`src/rtl/u8rx_pkg.sv`:
```
// ----------------------------------------------------------------------------
// u8rx_pkg - shared types and constants for the 8N1 UART with receive ring
// Transaction payload structs, state encodings, register indexes, resets.
// ----------------------------------------------------------------------------
package u8rx_pkg;

	localparam int unsigned BIT_PERIOD_W   = 16;
	localparam int unsigned TX_GUARD_W     = 4;
	localparam int unsigned TX_TIMER_W     = 20;
	localparam int unsigned BIT_INDEX_W    = 4;
	localparam int unsigned RX_COUNT_W     = 6;
	localparam int unsigned CFG_INDEX_W    = 1;
	localparam int unsigned CFG_DATA_W     = 16;
	localparam int unsigned RING_DEPTH_DEF = 64;

	localparam logic [BIT_PERIOD_W-1:0] BIT_PERIOD_RST = 16'd7;
	localparam logic [TX_GUARD_W-1:0]   TX_GUARD_RST   = 4'd8;
	localparam logic [BIT_INDEX_W-1:0]  BITS_PER_BYTE  = 4'd8;

	// configuration register indexes
	localparam logic [CFG_INDEX_W-1:0] CFG_BIT_PERIOD = 1'b0;
	localparam logic [CFG_INDEX_W-1:0] CFG_TX_GUARD   = 1'b1;

	typedef enum logic [1:0] {
		RX_IDLE,
		RX_HALF,
		RX_DATA,
		RX_STOP
	} rx_state_t;

	typedef enum logic [1:0] {
		TX_IDLE,
		TX_DATA,
		TX_STOP,
		TX_GUARD
	} tx_state_t;

	typedef struct packed {
		logic       rx_level;
		logic       read_req;
		logic       write_req;
		logic [7:0] tx_byte;
		logic       flush_req;
	} in_item_t;

	typedef struct packed {
		logic                  tx_level;
		logic                  read_valid;
		logic [7:0]            read_data;
		logic [RX_COUNT_W-1:0] rx_count;
		logic                  overflow;
		logic                  tx_busy;
		logic                  write_accepted;
	} out_item_t;

	// requests from the tick logic into the receive ring
	typedef struct packed {
		logic advance;
		logic pop;
		logic push;
		logic flush;
	} ring_ctl_t;

	// ring status for the tick being processed
	typedef struct packed {
		logic pop_valid;
		logic overflow;
	} ring_sts_t;

endpackage

```
`src/rtl/u8rx_ring.sv`:
```
// ----------------------------------------------------------------------------
// u8rx_ring - receive byte ring, one slot kept free
// Pop sees the ring before this tick's push; flush clears pointers and flag.
// ----------------------------------------------------------------------------
module u8rx_ring #(
	parameter int unsigned RING_DEPTH = u8rx_pkg::RING_DEPTH_DEF
) (
	input  logic                                 clk,
	input  logic                                 arst_n,
	input  u8rx_pkg::ring_ctl_t                  ctl,
	input  logic [7:0]                           push_data,
	output u8rx_pkg::ring_sts_t                  sts,
	output logic [7:0]                           pop_data,
	output logic [u8rx_pkg::RX_COUNT_W-1:0]      count
);

	localparam int unsigned PW    = (RING_DEPTH > 1) ? $clog2(RING_DEPTH) : 1;
	localparam int unsigned CNT_W = u8rx_pkg::RX_COUNT_W;
	localparam logic [PW-1:0] LAST = PW'(RING_DEPTH - 1);

	logic [7:0]    mem [RING_DEPTH];
	logic [PW-1:0] head_q, tail_q, head_n, tail_n;
	logic          ovf_q, ovf_n;
	logic          pop, wr_en;
	logic [PW-1:0] tail_inc;
	logic [7:0]    head_data_q;
	logic [PW:0]   used;

	function automatic logic [PW-1:0] ptr_inc(input logic [PW-1:0] p);
		return (p == LAST) ? '0 : p + 1'b1;
	endfunction

	always_comb begin
		head_n   = head_q;
		tail_n   = tail_q;
		ovf_n    = ovf_q;
		pop      = 1'b0;
		wr_en    = 1'b0;
		tail_inc = ptr_inc(tail_q);
		if (ctl.advance) begin
			if (ctl.flush) begin
				head_n = '0;
				tail_n = '0;
				ovf_n  = 1'b0;
			end else begin
				if (ctl.pop && head_q != tail_q) begin
					pop    = 1'b1;
					head_n = ptr_inc(head_q);
				end
				if (ctl.push) begin
					if (tail_inc != head_n) begin
						wr_en  = 1'b1;
						tail_n = tail_inc;
					end else begin
						ovf_n = 1'b1;
					end
				end
			end
		end
	end

	always_ff @(posedge clk or negedge arst_n) begin
		if (!arst_n) begin
			head_q <= '0;
			tail_q <= '0;
			ovf_q  <= 1'b0;
		end else begin
			head_q <= head_n;
			tail_q <= tail_n;
			ovf_q  <= ovf_n;
		end
	end

	// head entry is kept prefetched; a write landing on the new head is forwarded
	always_ff @(posedge clk) begin
		if (wr_en) begin
			mem[tail_q] <= push_data;
		end
		head_data_q <= (wr_en && tail_q == head_n) ? push_data : mem[head_n];
	end

	always_comb begin
		if (tail_n >= head_n) begin
			used = {1'b0, tail_n} - {1'b0, head_n};
		end else begin
			used = {1'b0, tail_n} + (PW+1)'(RING_DEPTH) - {1'b0, head_n};
		end
	end

	assign count         = CNT_W'(used);
	assign sts.pop_valid = pop;
	assign sts.overflow  = ovf_n;
	assign pop_data      = pop ? head_data_q : 8'h00;

endmodule

```
`src/rtl/uart_8n1_with_rx_ring.sv`:
```
// ----------------------------------------------------------------------------
// uart_8n1_with_rx_ring - tick-driven 8N1 UART transceiver with receive ring
// Receiver, transmitter and host requests advanced once per input transaction.
// ----------------------------------------------------------------------------
// Each input transaction is one time tick: the sampled receive line plus the
// host's read, write and flush requests. Each accepted tick produces exactly
// one registered output transaction, holding the transmit line, the
// popped byte, the ring fill count, the sticky overflow flag and transmitter
// status as they stand after that tick. A new tick is accepted every cycle
// while the output register is empty or being drained, so the sustained rate
// is one tick per clock; the single output register sets that figure, and
// in_stall rises only while a finished result sits unclaimed under out_stall.
// The receiver samples data LSB first at 1.5, 2.5, ... bit periods after the
// start tick and does not check the stop bit. The ring keeps one slot free,
// so it holds RING_DEPTH-1 bytes; its memory has one write and one read port,
// and the head entry is prefetched (with write forwarding) so a pop returns
// data in the same tick. Ring contents are not cleared at reset; only
// written entries are ever read. Program bit_period and tx_guard_bits only
// while no tick is outstanding.
module uart_8n1_with_rx_ring #(
	parameter int unsigned RING_DEPTH = u8rx_pkg::RING_DEPTH_DEF
) (
	input  logic                                clk,
	input  logic                                arst_n,
	input  logic                                cfg_write,
	input  logic [u8rx_pkg::CFG_INDEX_W-1:0]    cfg_index,
	input  logic [u8rx_pkg::CFG_DATA_W-1:0]     cfg_data,
	input  logic                                in_valid,
	output logic                                in_stall,
	input  u8rx_pkg::in_item_t                  in_data,
	output logic                                out_valid,
	input  logic                                out_stall,
	output u8rx_pkg::out_item_t                 out_data
);

	localparam int unsigned BPW = u8rx_pkg::BIT_PERIOD_W;
	localparam int unsigned TGW = u8rx_pkg::TX_GUARD_W;
	localparam int unsigned TTW = u8rx_pkg::TX_TIMER_W;
	localparam int unsigned BIW = u8rx_pkg::BIT_INDEX_W;
	localparam int unsigned CNW = u8rx_pkg::RX_COUNT_W;

	// configuration
	logic [BPW-1:0] bit_period_q;
	logic [TGW-1:0] tx_guard_q;

	// receiver
	u8rx_pkg::rx_state_t rx_state_q, rx_state_n;
	logic [BPW-1:0]      rx_timer_q, rx_timer_n;
	logic [BIW-1:0]      rx_idx_q, rx_idx_n;
	logic [7:0]          rx_shift_q, rx_shift_n;
	logic                rx_got;

	// transmitter
	u8rx_pkg::tx_state_t tx_state_q, tx_state_n;
	logic [TTW-1:0]      tx_timer_q, tx_timer_n;
	logic [BIW-1:0]      tx_idx_q, tx_idx_n;
	logic [7:0]          tx_shift_q, tx_shift_n;
	logic                tx_line_q, tx_line_n;
	logic                tx_accept;
	logic [TTW-1:0]      guard_ticks;

	// ring
	u8rx_pkg::ring_ctl_t ring_ctl;
	u8rx_pkg::ring_sts_t ring_sts;
	logic [7:0]          pop_data;
	logic [CNW-1:0]      ring_count;

	logic accept;

	assign in_stall = out_valid && out_stall;
	assign accept   = in_valid && !in_stall;

	// -- configuration registers --------------------------------------------
	always_ff @(posedge clk or negedge arst_n) begin
		if (!arst_n) begin
			bit_period_q <= u8rx_pkg::BIT_PERIOD_RST;
			tx_guard_q   <= u8rx_pkg::TX_GUARD_RST;
		end else if (cfg_write) begin
			case (cfg_index)
				u8rx_pkg::CFG_BIT_PERIOD: bit_period_q <= BPW'(cfg_data);
				u8rx_pkg::CFG_TX_GUARD:   tx_guard_q   <= TGW'(cfg_data);
				default: ;
			endcase
		end
	end

	// -- receiver: start detect, half-bit wait, eight samples, stop wait -----
	always_comb begin
		rx_state_n = rx_state_q;
		rx_timer_n = rx_timer_q;
		rx_idx_n   = rx_idx_q;
		rx_shift_n = rx_shift_q;
		rx_got     = 1'b0;
		if (rx_state_q == u8rx_pkg::RX_IDLE) begin
			if (!in_data.rx_level) begin
				rx_state_n = u8rx_pkg::RX_HALF;
				rx_timer_n = bit_period_q >> 1;
				rx_idx_n   = '0;
				rx_shift_n = '0;
			end
		end else if (rx_timer_q > BPW'(1)) begin
			rx_timer_n = rx_timer_q - 1'b1;
		end else begin
			case (rx_state_q)
				u8rx_pkg::RX_HALF: begin
					rx_state_n = u8rx_pkg::RX_DATA;
					rx_timer_n = bit_period_q;
				end
				u8rx_pkg::RX_DATA: begin
					rx_shift_n = {in_data.rx_level, rx_shift_q[7:1]};
					rx_idx_n   = rx_idx_q + 1'b1;
					rx_timer_n = bit_period_q;
					if (rx_idx_n >= u8rx_pkg::BITS_PER_BYTE) begin
						rx_got     = 1'b1;
						rx_state_n = u8rx_pkg::RX_STOP;
					end
				end
				default: begin
					rx_state_n = u8rx_pkg::RX_IDLE;
					rx_timer_n = '0;
				end
			endcase
		end
	end

	// -- transmitter: data bits, stop, guard idle, then take a new byte ------
	assign guard_ticks = TTW'(tx_guard_q) * TTW'(bit_period_q);

	always_comb begin
		tx_state_n = tx_state_q;
		tx_timer_n = tx_timer_q;
		tx_idx_n   = tx_idx_q;
		tx_shift_n = tx_shift_q;
		tx_line_n  = tx_line_q;
		tx_accept  = 1'b0;
		if (tx_state_q != u8rx_pkg::TX_IDLE) begin
			if (tx_timer_q > TTW'(1)) begin
				tx_timer_n = tx_timer_q - 1'b1;
			end else begin
				case (tx_state_q)
					u8rx_pkg::TX_DATA: begin
						tx_timer_n = TTW'(bit_period_q);
						if (tx_idx_q < u8rx_pkg::BITS_PER_BYTE) begin
							tx_line_n  = tx_shift_q[0];
							tx_shift_n = tx_shift_q >> 1;
							tx_idx_n   = tx_idx_q + 1'b1;
						end else begin
							tx_line_n  = 1'b1;
							tx_state_n = u8rx_pkg::TX_STOP;
						end
					end
					u8rx_pkg::TX_STOP: begin
						if (tx_guard_q != '0) begin
							tx_state_n = u8rx_pkg::TX_GUARD;
							tx_timer_n = guard_ticks;
						end else begin
							tx_state_n = u8rx_pkg::TX_IDLE;
							tx_timer_n = '0;
						end
					end
					default: begin
						tx_state_n = u8rx_pkg::TX_IDLE;
						tx_timer_n = '0;
					end
				endcase
			end
		end
		// a write is taken on the very tick the line goes idle
		if (in_data.write_req && tx_state_n == u8rx_pkg::TX_IDLE) begin
			tx_state_n = u8rx_pkg::TX_DATA;
			tx_shift_n = in_data.tx_byte;
			tx_idx_n   = '0;
			tx_line_n  = 1'b0;
			tx_timer_n = TTW'(bit_period_q);
			tx_accept  = 1'b1;
		end
	end

	always_ff @(posedge clk or negedge arst_n) begin
		if (!arst_n) begin
			rx_state_q <= u8rx_pkg::RX_IDLE;
			rx_timer_q <= '0;
			rx_idx_q   <= '0;
			rx_shift_q <= '0;
			tx_state_q <= u8rx_pkg::TX_IDLE;
			tx_timer_q <= '0;
			tx_idx_q   <= '0;
			tx_shift_q <= '0;
			tx_line_q  <= 1'b1;
		end else if (accept) begin
			rx_state_q <= rx_state_n;
			rx_timer_q <= rx_timer_n;
			rx_idx_q   <= rx_idx_n;
			rx_shift_q <= rx_shift_n;
			tx_state_q <= tx_state_n;
			tx_timer_q <= tx_timer_n;
			tx_idx_q   <= tx_idx_n;
			tx_shift_q <= tx_shift_n;
			tx_line_q  <= tx_line_n;
		end
	end

	// -- receive ring ---------------------------------------------------------
	assign ring_ctl.advance = accept;
	assign ring_ctl.pop     = in_data.read_req;
	assign ring_ctl.push    = rx_got;
	assign ring_ctl.flush   = in_data.flush_req;

	u8rx_ring #(
		.RING_DEPTH (RING_DEPTH)
	) u_ring (
		.clk       (clk),
		.arst_n    (arst_n),
		.ctl       (ring_ctl),
		.push_data (rx_shift_n),
		.sts       (ring_sts),
		.pop_data  (pop_data),
		.count     (ring_count)
	);

	// -- output register --------------------------------------------------------
	always_ff @(posedge clk or negedge arst_n) begin
		if (!arst_n) begin
			out_valid <= 1'b0;
		end else if (accept) begin
			out_valid <= 1'b1;
		end else if (!out_stall) begin
			out_valid <= 1'b0;
		end
	end

	always_ff @(posedge clk) begin
		if (accept) begin
			out_data.tx_level       <= tx_line_n;
			out_data.read_valid     <= ring_sts.pop_valid;
			out_data.read_data      <= pop_data;
			out_data.rx_count       <= ring_count;
			out_data.overflow       <= ring_sts.overflow;
			out_data.tx_busy        <= (tx_state_n != u8rx_pkg::TX_IDLE);
			out_data.write_accepted <= tx_accept;
		end
	end

endmodule

```
`config.mk`:
```
export PLATFORM = sky130hd
export DESIGN_NAME = uart_8n1_with_rx_ring
export DESIGN_NICKNAME = d
export VERILOG_FILES = /design/src/rtl/u8rx_pkg.sv /design/src/rtl/u8rx_ring.sv /design/src/rtl/uart_8n1_with_rx_ring.sv
export SDC_FILE = /design/constraint.sdc
export NUM_CORES = 1
export LEC_CHECK = 0
export BUFFER_PORTS_ARGS = -buffer_cell sky130_fd_sc_hd__buf_2
export CAP_MARGIN = 10
export CORE_AREA = 3 3 235 237
export CTS_BUF_LIST = sky130_fd_sc_hd__clkbuf_2
export DETAILED_ROUTE_END_ITERATION = 8
export DIE_AREA = 0 0 238 240
export PLACE_DENSITY = 0.79
export REMOVE_ABC_BUFFERS = 1
export SLEW_MARGIN = 20
export SYNTH_ARGS = -nofsm -noshare
export SYNTH_HDL_FRONTEND = slang
export SYNTH_HIERARCHICAL = 1
export SYNTH_SLANG_ARGS = --single-unit
```
`constraint.sdc`:
```
create_clock -name clk -period 16.8 [get_ports clk]
set_input_delay 2.52 -clock clk [delete_from_list [all_inputs] [get_ports clk]]
set_output_delay 2.52 -clock clk [all_outputs]
set_load 0.03 [all_outputs]
```
# Word-level counts from Yosys, hierarchy flattened
# Memory sizes are Yosys's and may differ from the RTL's. A register that Yosys moved wholly into a read port is not among the register bits.
# Index checks and enable logic that the tools add are counted.
# Widths: inputs -> output; s select.
# word_totals
register_bits,118
ram_bits,512
wordCells,149
memories,1
output_inout_bits,21
# memory_table
memory,words,width,rd,rd_clocked_by_memory_dff,write_ports,line_no,text
u_ring.mem,64,8,1,1,1,u8rx_ring.sv:21,logic [7:0] mem [RING_DEPTH];
# op_classes
muxes,75
n_eq_ne,13
n_lt_le_gt_ge,5
bitwise_logic,1
multipliers,1
n_addsub,9
reduce_logical,22
# ops
operator,count
$mux 20,4
$mux 6,12
$mux 8,9
$mux 16,4
$pmux 20 s2,1
$mux 4,9
$mux 1,25
$gt 20x1->1 const B,1
$mul 4x16->20,1
$sub 20x1->20 const B,1
$add 6x1->6 const B,3
$mux 2,9
$gt 16x1->1 const B,1
$sub 16x1->16 const B,1
$eq 6x6->1 const B,2
$ne 6x6->1,2
$reduce_bool 2->1,6
$sub 6x6->6,2
$add 4x1->4 const B,2
$pmux 2 s2,2
$reduce_and 2->1,4
$reduce_and 4->1,2
$ge 6x6->1,1
$reduce_and 5->1,1
other kinds (13),21

# Longest topological paths before layout
# logic_depth
ltp_word,13
mapped_depth,19
depth_no_buf,19

# Hierarchy
# The synthesis kept the hierarchy.
# by_module_without_submodules
module,cells_per_inst,area_each_um2,instances,seq_area_each_um2
u8rx_ring,988,21240.4,1,15820.2
uart_8n1_with_rx_ring,909,7956.4,1,2728.9

# Least setup slack after synthesis
# No wires, ideal clock.
# synth_timing
path_kind,input-to-reg
start,input in_data[11] (netlist name)
end,"memory u_ring.mem[0][6], data pin"
cell_stages,4
setup_slack_ps,10647
path_buffers,1
required_ps,16098
arrival_ps,5452
cell_sequence,nand2b_1 clkbuf_1 nand2_1 o21ai_0
# synth_via
elab_chain_cells,2
# synth_rtl
item,line_no,text
"start, declared",uart_8n1_with_rx_ring.sv:30,"input u8rx_pkg::in_item_t in_data,"
$mux 8,uart_8n1_with_rx_ring.sv:95,if (!in_data.rx_level) begin
$mux 8,uart_8n1_with_rx_ring.sv:94,if (rx_state_q == u8rx_pkg::RX_IDLE) begin
named net rx_shift_n[6],uart_8n1_with_rx_ring.sv:50,"logic [7:0] rx_shift_q, rx_shift_n;"
"end, declared",u8rx_ring.sv:21,
# The timed path passes the listed nets, and every way through them passes these cells.

# Final worst setup path
# layout_timing
start,input out_stall
end,output in_stall
# layout_via
elab_chain_cells,1
# layout_rtl
item,line_no,text
"start, declared",uart_8n1_with_rx_ring.sv:32,"input logic out_stall,"
$logic_and 1x1->1,uart_8n1_with_rx_ring.sv:70,assign in_stall = out_valid && out_stall;
"end, declared",uart_8n1_with_rx_ring.sv:29,"output logic in_stall,"
# No other way between the ends.

==> impl_metrics.json <==
{
  "row_count": 85,
  "ys_types": 86,
  "crit_fanout": 3,
  "final_nets": 2127,
  "cp-end-kind": "output port",
  "clk_pin_slew_ns": 0.10,
  "yosysMostFrequentCell": "edfxtp_1",
  "crit_chain": "buf_2 -> nand2_1 -> inv_1 -> buf_2",
  "syn_to_final_growth_pct": 8.41,
  "core_sq_um": 53500,
  "dr_wl_met3_mm": 6.88,
  "first_iter_violations": 2463,
  "grt.total_usage": 0.250,
  "yosys.area_share.simple": 0.0735,
  "clockBufferDepth": 3,
  "hpwl_mm": 43.6,
  "dieArea_sq_um": 57100,
  "synth.area.top_cells": "edfxtp_1 55%, mux4_2 13%, dfrtp_1 8.1%",
  "max_cap_viol_count": 0,
  "grt_pass1_wl_mm": 107,
  "setup_violations": 0,
  "min_period_ns": 5.43,
  "period_share": 0.323,
  "vias_per_cell": 6.25,
  "tightestPinTransition_ns": 1.11,
  "cts_sinks": 636,
  "placed_cells": 2560,
  "ys_seq_elements": 636,
  "io-pin-count": 55,
  "avgSynthCellArea_sq_um": 15.4,
  "cp_common_cell": "buf_2",
  "drive_above_1_share": 0.253,
  "p_per_area_nw_per_um2": 114,
  "crit_family": "buffers and inverters",
  "p_leak_uw": 0.0108,
  "wire_per_inst_um": 24.3,
  "synthAdderAreaFrac": 0.0379,
  "cp.required_ns": 14.28,
  "cp_num_buf_inv": 3,
  "clk_latency_ns": 1.31,
  "synth-compound-area-share": 0.0685,
  "grt_max_degree": 81,
  "ir_worst_vdd_mv": 0.0553,
  "grt_pass1_vias": 17800,
  "grt-ovfl-total": 0,
  "slowest_delay_ns": 0.17,
  "syn-cell-area_sq_um": 29200,
  "finalPower_uw": 3620,
  "route.vias.total": 17800,
  "layoutNonFillerInstCount": 2842,
  "drc": 0,
  "nFillCells": 3975,
  "top_layer": "met5",
  "worstSetupPathType": "input pin to output port",
  "netlist_instances": 1897,
  "fin_util": 0.592,
  "maxSlewViolCount": 0,
  "wirelength_mm": 69.0,
  "drt_first_pass_iters": 6,
  "crit_slowest_cell": "buf_2",
  "ys_async_sr_fraction": 0.156,
  "port_buffers": 54,
  "antenna_left": 0,
  "synthDominantCellAreaShare": 0.546,
  "crit_path_start_kind": "input pin",
  "wl_met2_mm": 33.1,
  "synth_top_family_by_area": "multiplexers",
  "synth_edf_count": 531,
  "yosys.area.top_type": "edfxtp_1",
  "ys.flop_type": "edfxtp_1",
  "cts_tree": "done",
  "rsz0062_at_grt": "no",
  "htree_levels": 4,
  "die_w_um": 238,
  "ys_warn_count": 6,
  "synth_xor_area_frac": 0.0150,
  "hold_path_class": "flop to flop",
  "synthMuxAreaShare": 0.143,
  "cts_resized": 0,
  "die_h_um": 240,
  "antenna_found_initial": 4,
  "netlist_top_cells_count": "531 x edfxtp_1, 168 x mux4_2, 135 x nand2_1, 118 x nor2_1, 94 x dfrtp_1",
  "finalSetupTns_ns": 0,
  "cts_buffers": 155,
  "max_freq_mhz": 184,
  "synth-seq-area-share": 0.635,
  "relSlewSlack": 0.263,
  "cts_hold_buf": 0,
  "outcome": "finished, final reports clean",
  "finalHoldViolCount": 0,
  "cts_setup_buffers": 0,
  "place.gp.congestion": 0.943,
  "cts-root-buf": "clkbuf_2",
  "initial_core_util": 0.546,
  "met1_length_mm": 26.7,
  "finalClockSkew_ns": 0.106,
  "cp_data_arrival_time_ns": 2.91
}
## layer usage
layer	up-vias	global-route usage
met5	-	0
met4	2	0.0962
met3	170	0.0624
met2	1081	0.391
met1	8818	0.344
li1	7693	-
## state kept, by name (all words and copies together) (netlist names), 6 cells and up, named ones only
signal         flops
tx_shift_q         8
u_ring/head_q      6
u_ring/mem       512
u_ring/tail_q      6
bit_period_q      16
rx_timer_q        16
out_data          19
rx_shift_q         8
tx_timer_q        20
## final timing paths
path	slack, ns	startpoint	to	cells past startpoint
hold / removal	0.49	tx_shift_q[1]$_DFFE_PN0P_	tx_shift_q[1]$_DFFE_PN0P_	2
max in group asynchronous	14.33	arst_n	tx_shift_q[6]$_DFFE_PN0P_	2
setup / recovery	11.37	out_stall	in_stall	4
setup reg to reg	11.46	rx_timer_q[9]$_DFFE_PN0P_	u_ring/mem[9][4]$_DFFE_PP_	9
hold reg to reg	0.49	tx_shift_q[1]$_DFFE_PN0P_	tx_shift_q[1]$_DFFE_PN0P_	2
min in group asynchronous	1.24	arst_n	rx_shift_q[0]$_DFFE_PN0P_	1
## area by class of cell
class                      instances  area (sq um)  area share
sequential                       636         18600       0.586
multi-input combinational       1066          9950       0.314
clock buffer                     206          1030      0.0326
tap                              696           871      0.0275
clock inverter                    73           468      0.0148
timing repair buffer              75           438      0.0138
inverter                          88           330      0.0104
antenna                            2          5.00    0.000158
## worst reg2reg max path: stages (launching register included)
cell     delay (ns)
dfrtp_1        0.43
or4_1          0.59
or4_1          0.58
nor3_2         0.56
nand2_1        0.25
nor3_1         0.30
inv_1          0.14
a41oi_4        0.46
or3b_1         0.88
nor2_1         0.79
## metrics by stage
step | hold slack [ns] | setup WS (ns) | cell area (sq um)
5_1_grt | 0.516 | 11.24 | 31700
6_report | 0.494 | 11.37 | 31700
3_5_place_dp | 0.474 | 10.62 | 30100
3_3_place_gp | 0.461 | 10.80 | 30100
2_1_floorplan | 0.449 | 9.51 | 28700
4_1_cts | 0.500 | 11.36 | 31600
## layout by cell type, fill, tap and decap left out, drive strengths merged, types with 26 or more instances in the layout
| master | count |
|---|---|
| a21oi | 60 |
| and2 | 55 |
| buf | 75 |
| clkbuf | 206 |
| clkinv | 61 |
| dfrtp | 94 |
| edfxtp | 531 |
| fa | 29 |
| ha | 42 |
| inv | 92 |
| mux4 | 168 |
| nand2 | 136 |
| nand3 | 26 |
| nor2 | 120 |
| nor3 | 31 |
| o21ai | 92 |
| xnor2 | 34 |
## logic make-up (layout without fill, tap and decap cells)
| family | count (synthesis) | count (layout) |
|---|---|---|
| compound gates | 300 | 300 |
| xor+xnor | 49 | 49 |
| fa+ha+maj | 71 | 71 |
| buf+inv | 195 | 442 |
| flops | 636 | 636 |
| mux | 203 | 203 |
| other cells | 0 | 2 |
| simple gates | 443 | 443 |
## report_power, final
| group | leakage, uW | internal, uW | switching [uW] |
|---|---|---|---|
| Sequential | 0.00603 | 1760 | 102 |
| Combinational | 0.00368 | 303 | 407 |
| Clock | 0.00109 | 423 | 628 |
| Total | 0.0108 | 2480 | 1140 |
Power figures use the tool's default switching activity.
